$ cat config.mk
export PLATFORM = sky130hd
export DESIGN_NAME = sorted_priority_queue_flat
export DESIGN_NICKNAME = d
export VERILOG_FILES = /design/src/rtl/spq_pkg.sv /design/src/rtl/spq_if.sv /design/src/rtl/sorted_priority_queue.sv /design/src/rtl/spq_cell.sv /design/src/flat_wrapper.sv
export SDC_FILE = /design/constraint.sdc
export NUM_CORES = 2
export LEC_CHECK = 0
export ABC_AREA = 1
export BUFFER_PORTS_ARGS = -buffer_cell sky130_fd_sc_hd__buf_2
export CAP_MARGIN = 40
export CORE_MARGIN = 1
export CORE_UTILIZATION = 62
export CTS_CLUSTER_SIZE = 40
export DETAILED_ROUTE_END_ITERATION = 6
export PLACE_DENSITY = 0.79
export SYNTH_ARGS = -nofsm -noshare
export SYNTH_HDL_FRONTEND = slang
export SYNTH_SLANG_ARGS = --single-unit
$ cat constraint.sdc
create_clock -name clk -period 4.75 [get_ports clk]
set_clock_uncertainty 0.05 [all_clocks]
set_input_delay 0.2375 -clock clk [delete_from_list [all_inputs] [get_ports clk]]
set_output_delay 0.2375 -clock clk [all_outputs]
set_load 0.05 [all_outputs]
$ cat src/rtl/spq_pkg.sv
package spq_pkg;

	// Field widths of the request and response
	localparam int VALUE_W = 32;
	localparam int PRIO_W  = 16;
	localparam int OCC_W   = 5;
	localparam int STAT_W  = 2;

	// Defaults for the top level parameters
	localparam int CAPACITY_DEF      = 16;
	localparam int PRIORITY_BITS_DEF = 16;

	// Request types
	localparam logic REQ_PUSH = 1'b0;
	localparam logic REQ_POP  = 1'b1;

	// Response status codes
	localparam logic [STAT_W-1:0] ST_OK    = 2'd0;
	localparam logic [STAT_W-1:0] ST_EMPTY = 2'd1;
	localparam logic [STAT_W-1:0] ST_FULL  = 2'd2;

	// Per-cycle command broadcast to every cell
	typedef struct packed {
		logic push;
		logic pop;
	} cell_ctrl_t;

endpackage

$ cat src/rtl/spq_if.sv
// Request channel: push or pop
interface spq_req_if;
	logic                                valid;
	logic                                ready;
	logic                                req_type;
	logic signed [spq_pkg::VALUE_W-1:0]  push_value;
	logic signed [spq_pkg::PRIO_W-1:0]   push_priority;

	modport source (output valid, req_type, push_value, push_priority, input ready);
	modport sink   (input valid, req_type, push_value, push_priority, output ready);
endinterface

// Response channel: one per request
interface spq_rsp_if;
	logic                                valid;
	logic                                ready;
	logic signed [spq_pkg::VALUE_W-1:0]  pop_data;
	logic        [spq_pkg::STAT_W-1:0]   status;
	logic        [spq_pkg::OCC_W-1:0]    occupancy;

	modport source (output valid, pop_data, status, occupancy, input ready);
	modport sink   (input valid, pop_data, status, occupancy, output ready);
endinterface

$ cat src/rtl/sorted_priority_queue.sv
// Bounded priority queue built as a row of CAPACITY compare-and-shift cells
// kept in descending priority order. A push inserts ahead of every entry of
// the same or lower priority, so a pop returns the greatest priority, newest
// first among equals. All cells update in parallel on the accepting edge and
// the response sits in an output register the cycle after, so requests go
// through one per cycle while the response side keeps up. Pop on empty
// answers status 1, push on full answers status 2 and drops the item;
// occupancy is the count after the request, taken modulo 32.
module sorted_priority_queue #(
	parameter int CAPACITY      = spq_pkg::CAPACITY_DEF,
	parameter int PRIORITY_BITS = spq_pkg::PRIORITY_BITS_DEF
) (
	input  logic       clk,
	input  logic       arst_n,
	spq_req_if.sink    req,
	spq_rsp_if.source  rsp
);

	localparam int KEY_W = (PRIORITY_BITS < spq_pkg::PRIO_W) ? PRIORITY_BITS : spq_pkg::PRIO_W;
	localparam int CNT_W = $clog2(CAPACITY + 1);
	localparam logic [KEY_W-1:0] KEY_SIGN = KEY_W'(1) << (KEY_W - 1);
	localparam logic [CNT_W-1:0] CNT_FULL = CNT_W'(CAPACITY);

	logic                         rsp_valid_q;
	logic [spq_pkg::VALUE_W-1:0]  pop_data_q;
	logic [spq_pkg::STAT_W-1:0]   status_q;
	logic [spq_pkg::OCC_W-1:0]    occupancy_q;
	logic [CNT_W-1:0]             count_q;
	logic [CNT_W-1:0]             count_d;

	logic                         accept;
	logic                         is_pop;
	logic                         full;
	logic                         empty;
	logic [KEY_W-1:0]             new_key;
	spq_pkg::cell_ctrl_t          ctrl;

	logic                         cell_valid [CAPACITY];
	logic [spq_pkg::VALUE_W-1:0]  cell_value [CAPACITY];
	logic [KEY_W-1:0]             cell_key   [CAPACITY];
	logic                         cell_stays [CAPACITY];
	logic [CAPACITY-1:0]          valid_vec;

	// Handshake and request decode
	assign req.ready = !rsp_valid_q || rsp.ready;
	assign accept    = req.valid && req.ready;
	assign is_pop    = (req.req_type == spq_pkg::REQ_POP);
	assign full      = (count_q == CNT_FULL);
	assign empty     = (count_q == '0);

	// Order key: two's complement priority with the sign bit flipped
	assign new_key = req.push_priority[KEY_W-1:0] ^ KEY_SIGN;

	assign ctrl.push = accept && !is_pop && !full;
	assign ctrl.pop  = accept && is_pop && !empty;

	// Cell row
	for (genvar i = 0; i < CAPACITY; i++) begin : g_cell
		logic                         p_stays;
		logic                         p_valid;
		logic [spq_pkg::VALUE_W-1:0]  p_value;
		logic [KEY_W-1:0]             p_key;
		logic                         n_valid;
		logic [spq_pkg::VALUE_W-1:0]  n_value;
		logic [KEY_W-1:0]             n_key;

		if (i == 0) begin : g_head
			assign p_stays = 1'b1;
			assign p_valid = 1'b0;
			assign p_value = '0;
			assign p_key   = '0;
		end else begin : g_mid
			assign p_stays = cell_stays[i-1];
			assign p_valid = cell_valid[i-1];
			assign p_value = cell_value[i-1];
			assign p_key   = cell_key[i-1];
		end

		if (i == CAPACITY - 1) begin : g_tail
			assign n_valid = 1'b0;
			assign n_value = '0;
			assign n_key   = '0;
		end else begin : g_body
			assign n_valid = cell_valid[i+1];
			assign n_value = cell_value[i+1];
			assign n_key   = cell_key[i+1];
		end

		spq_cell #(
			.KEY_W (KEY_W)
		) u_cell (
			.clk        (clk),
			.arst_n     (arst_n),
			.ctrl       (ctrl),
			.new_value  (req.push_value),
			.new_key    (new_key),
			.prev_stays (p_stays),
			.prev_valid (p_valid),
			.prev_value (p_value),
			.prev_key   (p_key),
			.next_valid (n_valid),
			.next_value (n_value),
			.next_key   (n_key),
			.valid      (cell_valid[i]),
			.value      (cell_value[i]),
			.key        (cell_key[i]),
			.stays      (cell_stays[i])
		);

		assign valid_vec[i] = cell_valid[i];
	end

	// Entry count
	always_comb begin
		count_d = count_q;
		if (ctrl.push) begin
			count_d = count_q + CNT_W'(1);
		end else if (ctrl.pop) begin
			count_d = count_q - CNT_W'(1);
		end
	end

	always_ff @(posedge clk or negedge arst_n) begin
		if (!arst_n) begin
			count_q     <= '0;
			rsp_valid_q <= 1'b0;
		end else begin
			count_q <= count_d;
			if (accept) begin
				rsp_valid_q <= 1'b1;
			end else if (rsp.ready) begin
				rsp_valid_q <= 1'b0;
			end
		end
	end

	// Response register
	always_ff @(posedge clk) begin
		if (accept) begin
			occupancy_q <= spq_pkg::OCC_W'(count_d);
			pop_data_q  <= ctrl.pop ? cell_value[0] : '0;
			if (is_pop) begin
				status_q <= empty ? spq_pkg::ST_EMPTY : spq_pkg::ST_OK;
			end else begin
				status_q <= full ? spq_pkg::ST_FULL : spq_pkg::ST_OK;
			end
		end
	end

	assign rsp.valid     = rsp_valid_q;
	assign rsp.pop_data  = pop_data_q;
	assign rsp.status    = status_q;
	assign rsp.occupancy = occupancy_q;

	// Occupied cells always equal the count
	a_count_matches: assert property (@(posedge clk) disable iff (!arst_n)
		CNT_W'($countones(valid_vec)) == count_q)
		else $error("cell valid bits disagree with entry count");

	// A non-empty queue has its head cell occupied
	a_head_valid: assert property (@(posedge clk) disable iff (!arst_n)
		(count_q != '0) |-> cell_valid[0])
		else $error("non-empty queue with empty head cell");

	// An accepted request always yields a response next cycle
	a_rsp_follows: assert property (@(posedge clk) disable iff (!arst_n)
		accept |=> rsp_valid_q)
		else $error("request accepted without a response");

	// A held response is not overwritten by a new request
	a_no_overrun: assert property (@(posedge clk) disable iff (!arst_n)
		(rsp_valid_q && !rsp.ready) |-> !accept)
		else $error("request accepted while response stalled");

endmodule

$ cat src/rtl/spq_cell.sv
// One slot of the sorted row. Cell 0 holds the greatest priority.
module spq_cell #(
	parameter int KEY_W = 16
) (
	input  logic                         clk,
	input  logic                         arst_n,
	input  spq_pkg::cell_ctrl_t          ctrl,
	input  logic [spq_pkg::VALUE_W-1:0]  new_value,
	input  logic [KEY_W-1:0]             new_key,
	input  logic                         prev_stays,
	input  logic                         prev_valid,
	input  logic [spq_pkg::VALUE_W-1:0]  prev_value,
	input  logic [KEY_W-1:0]             prev_key,
	input  logic                         next_valid,
	input  logic [spq_pkg::VALUE_W-1:0]  next_value,
	input  logic [KEY_W-1:0]             next_key,
	output logic                         valid,
	output logic [spq_pkg::VALUE_W-1:0]  value,
	output logic [KEY_W-1:0]             key,
	output logic                         stays
);

	logic                         valid_q;
	logic [spq_pkg::VALUE_W-1:0]  value_q;
	logic [KEY_W-1:0]             key_q;
	logic                         valid_d;
	logic [spq_pkg::VALUE_W-1:0]  value_d;
	logic [KEY_W-1:0]             key_d;

	// Entry keeps its slot on push when it outranks the new one
	assign stays = valid_q && (key_q > new_key);

	// Next slot contents
	always_comb begin
		valid_d = valid_q;
		value_d = value_q;
		key_d   = key_q;
		if (ctrl.pop) begin
			valid_d = next_valid;
			value_d = next_value;
			key_d   = next_key;
		end else if (ctrl.push && !stays) begin
			if (prev_stays) begin
				valid_d = 1'b1;
				value_d = new_value;
				key_d   = new_key;
			end else begin
				valid_d = prev_valid;
				value_d = prev_value;
				key_d   = prev_key;
			end
		end
	end

	always_ff @(posedge clk or negedge arst_n) begin
		if (!arst_n) begin
			valid_q <= 1'b0;
		end else begin
			valid_q <= valid_d;
		end
	end

	always_ff @(posedge clk) begin
		value_q <= value_d;
		key_q   <= key_d;
	end

	assign valid = valid_q;
	assign value = value_q;
	assign key   = key_q;

endmodule

$ cat src/flat_wrapper.sv
// flat-port wrapper written by rule: the top's interface ports become plain ports
module sorted_priority_queue_flat 
#(
	parameter int CAPACITY      = spq_pkg::CAPACITY_DEF,
	parameter int PRIORITY_BITS = spq_pkg::PRIORITY_BITS_DEF
)
  (clk, arst_n, req_valid, req_req_type, req_push_value, req_push_priority, req_ready, rsp_valid, rsp_pop_data, rsp_status, rsp_occupancy, rsp_ready);
  spq_req_if req_i ();
  spq_rsp_if rsp_i ();
  input  logic clk;
  input  logic arst_n;
  input wire logic [$bits(req_i.valid)-1:0] req_valid;
  input wire logic [$bits(req_i.req_type)-1:0] req_req_type;
  input wire logic [$bits(req_i.push_value)-1:0] req_push_value;
  input wire logic [$bits(req_i.push_priority)-1:0] req_push_priority;
  output wire logic [$bits(req_i.ready)-1:0] req_ready;
  output wire logic [$bits(rsp_i.valid)-1:0] rsp_valid;
  output wire logic [$bits(rsp_i.pop_data)-1:0] rsp_pop_data;
  output wire logic [$bits(rsp_i.status)-1:0] rsp_status;
  output wire logic [$bits(rsp_i.occupancy)-1:0] rsp_occupancy;
  input wire logic [$bits(rsp_i.ready)-1:0] rsp_ready;
  assign req_i.valid = req_valid;
  assign req_i.req_type = req_req_type;
  assign req_i.push_value = req_push_value;
  assign req_i.push_priority = req_push_priority;
  assign req_ready = req_i.ready;
  assign rsp_valid = rsp_i.valid;
  assign rsp_pop_data = rsp_i.pop_data;
  assign rsp_status = rsp_i.status;
  assign rsp_occupancy = rsp_i.occupancy;
  assign rsp_i.ready = rsp_ready;
  sorted_priority_queue #(.CAPACITY(CAPACITY), .PRIORITY_BITS(PRIORITY_BITS)) u_core (.clk(clk), .arst_n(arst_n), .req(req_i), .rsp(rsp_i));
endmodule
==> run_results.csv <==
group,metric,value,unit
status,status,"finished, violations left",
status,violations,"DRC",
clock_network,numCtsBuffers,91,
floorplan,start_util,62.6,%
floorplan,rows,106,
power_and_ir_drop,p_comb_share,35.4,%
synthesis,async_reset_ff_share,2.65,%
floorplan,dieArea,0.0853,sq mm
setup_path,rrSetupSlack,1.21,ns
synthesis,synth_flop_cell,"edfxtp_1",
global_route,grt_overflow,0,
synthesis,synth-seq-cells,829,
power_and_ir_drop,sw_frac_of_total,39.5,%
setup_path,path_class,"in -> reg",
synthesis,syn_area_per_cell,7.60,sq um
timing,finalHoldViolCount,0,
global_route,antenna_found_initial,7,
timing,max_freq,268,MHz
timing,setup_slack,1.01,ns
synthesis,synth.cell_area,0.0522,sq mm
route,drt_wl_total,153000,microns
synthesis,synth_top_area_share,43.7,%
flow_run,maxCapViolCount,0,
setup_path,critical_path_arrival,4.29,ns
timing,tns,0,ns
timing,setup_violations,0,
timing,slew_headroom,32.4,%
clock_network,ctsHtreeMaxLevel,3,
cells_and_area,fin_util,67.8,%
synthesis,synth_area_leaders,"edfxtp_1 (44%), nand2_1 (18%), nand3_1 (14%)",
power_and_ir_drop,internal-power,0.0176,W
floorplan,die_x,292,microns
synthesis,yosysUniqueCellTypes,34,
place,place.gp.congestion,0.917,
setup_path,cp_top_family,"buffers and inverters",
global_route,grt_pass1_wl,240000,microns
route,dr.pass1.iters,7,
synthesis,synth_area_leader_cell,"edfxtp_1",
setup_path,required,5.30,ns
timing,whs,0.0397,ns
synthesis,yosysMostFrequentCell,"nand2_1",
clock_network,post_cts_buffers,0,
clock_network,clk_latency,0.68,ns
route,drc,35,
route,vias_per_cell,5.89,
clock_network,cts.sinks,829,
power_and_ir_drop,p_switching,0.0115,W
clock_network,cts_root_buf,"clkbuf_16",
floorplan,fp.coreArea,0.0834,sq mm
timing,finalCritPeriodShare,78.7,%
place,place_inst,7706,
synthesis,yosys_warnings,0,
timing,worst_pin_slew,1.01,ns
route,vias,46673,
cells_and_area,layoutNonFillerInstCount,7923,
synthesis,synth-edff-count,759,
route,drt_iter0_markers,6808,
cells_and_area,num-fill-cells,6753,
power_and_ir_drop,pwr-share-clk,25.0,%
place,dp_hpwl,102000,microns
setup_path,end_kind,"flop",
setup_path,crit_path_cell_trace,"dlygate4sd3_1, buf_2, inv_1, buf_4, ha_1, nand2_1, nor2_1, nor3b_2, nand2_1, nand2_2, buf_4, nand3_1, nand2_1, nor2_1, nor2_1",
setup_path,slowest_delay,0.62,ns
floorplan,ios,94,
power_and_ir_drop,peakVddDrop,0.355,mV
power_and_ir_drop,seq_power_share,39.6,%
clock_network,path_clk_slew,0.07,ns
route,antenna_left,0,
place,port_buffers,93,
synthesis,syn_nets,7181,
cells_and_area,area_growth,8.30,%
synthesis,ys_seq_area_share,46.6,%
global_route,grt_max_degree,217,
global_route,track_usage,35.3,%
power_and_ir_drop,p_leak,27.8,nW
min_path,hp-class,"in -> reg",
timing,rsz0062_at_grt,"false",
setup_path,cp_slowest_cell,"buf_4",
synthesis,synth_cells,6870,
setup_path,crit_fanout,38,
route,avgRoutedWirePerCell,19.3,microns
synthesis,yosys-top-cells-count,"nand2_1 (2535), nand3_1 (1454), inv_1 (830)",
clock_network,postCtsResizedCells,0,
global_route,grt_pass1_vias,42986,
cells_and_area,final_layout_size_suffix_gt1_share,6.24,%
cells_and_area,nets,7071,
setup_path,start_kind,"input pin",
floorplan,die_h,292,microns
clock_network,cts_buffer_depth,3,
timing,period_minus_slack,3.74,ns
place,dp_worst_setup_slack,1.12,ns
setup_path,path_buf_inv,5,
timing,drv_slew,0,
clock_network,cts_tree,"yes",
power_and_ir_drop,power.density,514,mW/mm^2
## final timing paths
path / startpoint / to / cells after the start
max in group asynchronous: arst_n / u_core.g_cell[13].u_cell.valid / 2
min in group asynchronous: arst_n / u_core.rsp.valid / 2
worst max-delay path: req_push_priority[13] / u_core.g_cell[15].u_cell.key[2] / 15
worst min-delay path: req_push_value[22] / u_core.g_cell[0].u_cell.value[22] / 3
worst max register to register: u_core.count_q[0] / u_core.g_cell[10].u_cell.value[12] / 10
worst min register to register: u_core.g_cell[15].u_cell.value[19] / u_core.g_cell[15].u_cell.value[19] / 4
## routing by layer
layer  share of wire (%)  up-vias  wire length, microns  GRT usage (%)
met5               0.057        -                    87              0
met4                 2.6       14                  3990           10.8
met3                  14      354                 20900           9.78
met2                  42     3054                 64900           51.6
met1                  41    21183                 63400           50.7
li1                    -    22068                     -              -
## cell type report
type	instances	area [sq um]	share of cell area [%]
Clock inverter	40	453	0.801
Inverter	838	3160	5.59
Clock buffer	132	2560	4.53
Tap cell	1080	1350	2.39
Timing Repair Buffer	258	1960	3.46
Multi-Input combinational cell	4742	22700	40.2
Sequential cell	829	24300	43.0
Antenna cell	4	10.0	0.0177
## registers in the layout, summed over array words and instances (netlist names)
name,count
u_core.rsp.valid,1
u_core.g_cell.u_cell.value,512
u_core.rsp.occupancy,5
u_core.count_q,5
u_core.g_cell.u_cell.valid,16
u_core.rsp.status,2
u_core.rsp.pop_data,32
u_core.g_cell.u_cell.key,256
## cells by family after synthesis
logic type / Yosys count / synth area share (%)
and+or+nand+nor: 4217 / 34.1
DFF: 829 / 46.6
AOI/OAI and AO/OA: 264 / 2.66
adders and majority gates: 258 / 6.19
buffers and inverters: 1299 / 10.5
xor gates and xnor gates: 3 / 0.0504
## tightest hold or removal path: stages
cell	delay [ns]
buf_2	0.25
nand2_1	0.09
o21ai_0	0.07
## placed cells by master, fill, tap and decap left out, drive strengths merged
| cell type | n |
|---|---|
| a21boi | 1 |
| o21ai | 108 |
| buf | 217 |
| inv | 840 |
| nor2 | 188 |
| dfxtp | 48 |
| o21a | 12 |
| clkinvlp | 2 |
| nor4 | 4 |
| nand2 | 2541 |
| a31oi | 13 |
| dfrtp | 22 |
| nor3 | 11 |
| nand3 | 1457 |
| clkinv | 29 |
| nand4 | 14 |
| edfxtp | 759 |
| ha | 258 |
| xor2 | 2 |
| nor2b | 1 |
| dlygate4sd3 | 41 |
| bufinv | 7 |
| o21bai | 2 |
| a21o | 2 |
| clkbuf | 132 |
| diode | 4 |
| xnor2 | 1 |
| a21oi | 126 |
| nor3b | 1 |
## power groups by stage
stage,Combinational (W),Clock [W],Sequential (W)
after floorplan,0.00723,0,0.0114
after global placement,0.00962,0,0.0115
after detailed placement,0.00991,0,0.0116
after CTS,0.0100,0.00727,0.0115
after global routing,0.0114,0.00756,0.0117
final,0.0103,0.00724,0.0115
## stage by stage
step	total power (W)	cell area (sq um)
after floorplan	0.0186	52200
after global placement	0.0211	53100
after detailed placement	0.0215	53100
after CTS	0.0287	56500
after global routing	0.0306	56500
final	0.0290	56500
## what timing repair did
item | 4_1_cts | 5_1_grt
endpoints found under the setup margin | 0 | 0
endpoints found under the hold margin | 61 | 0
hold buffers | 41 | 0
Power figures use the tool's default switching activity.
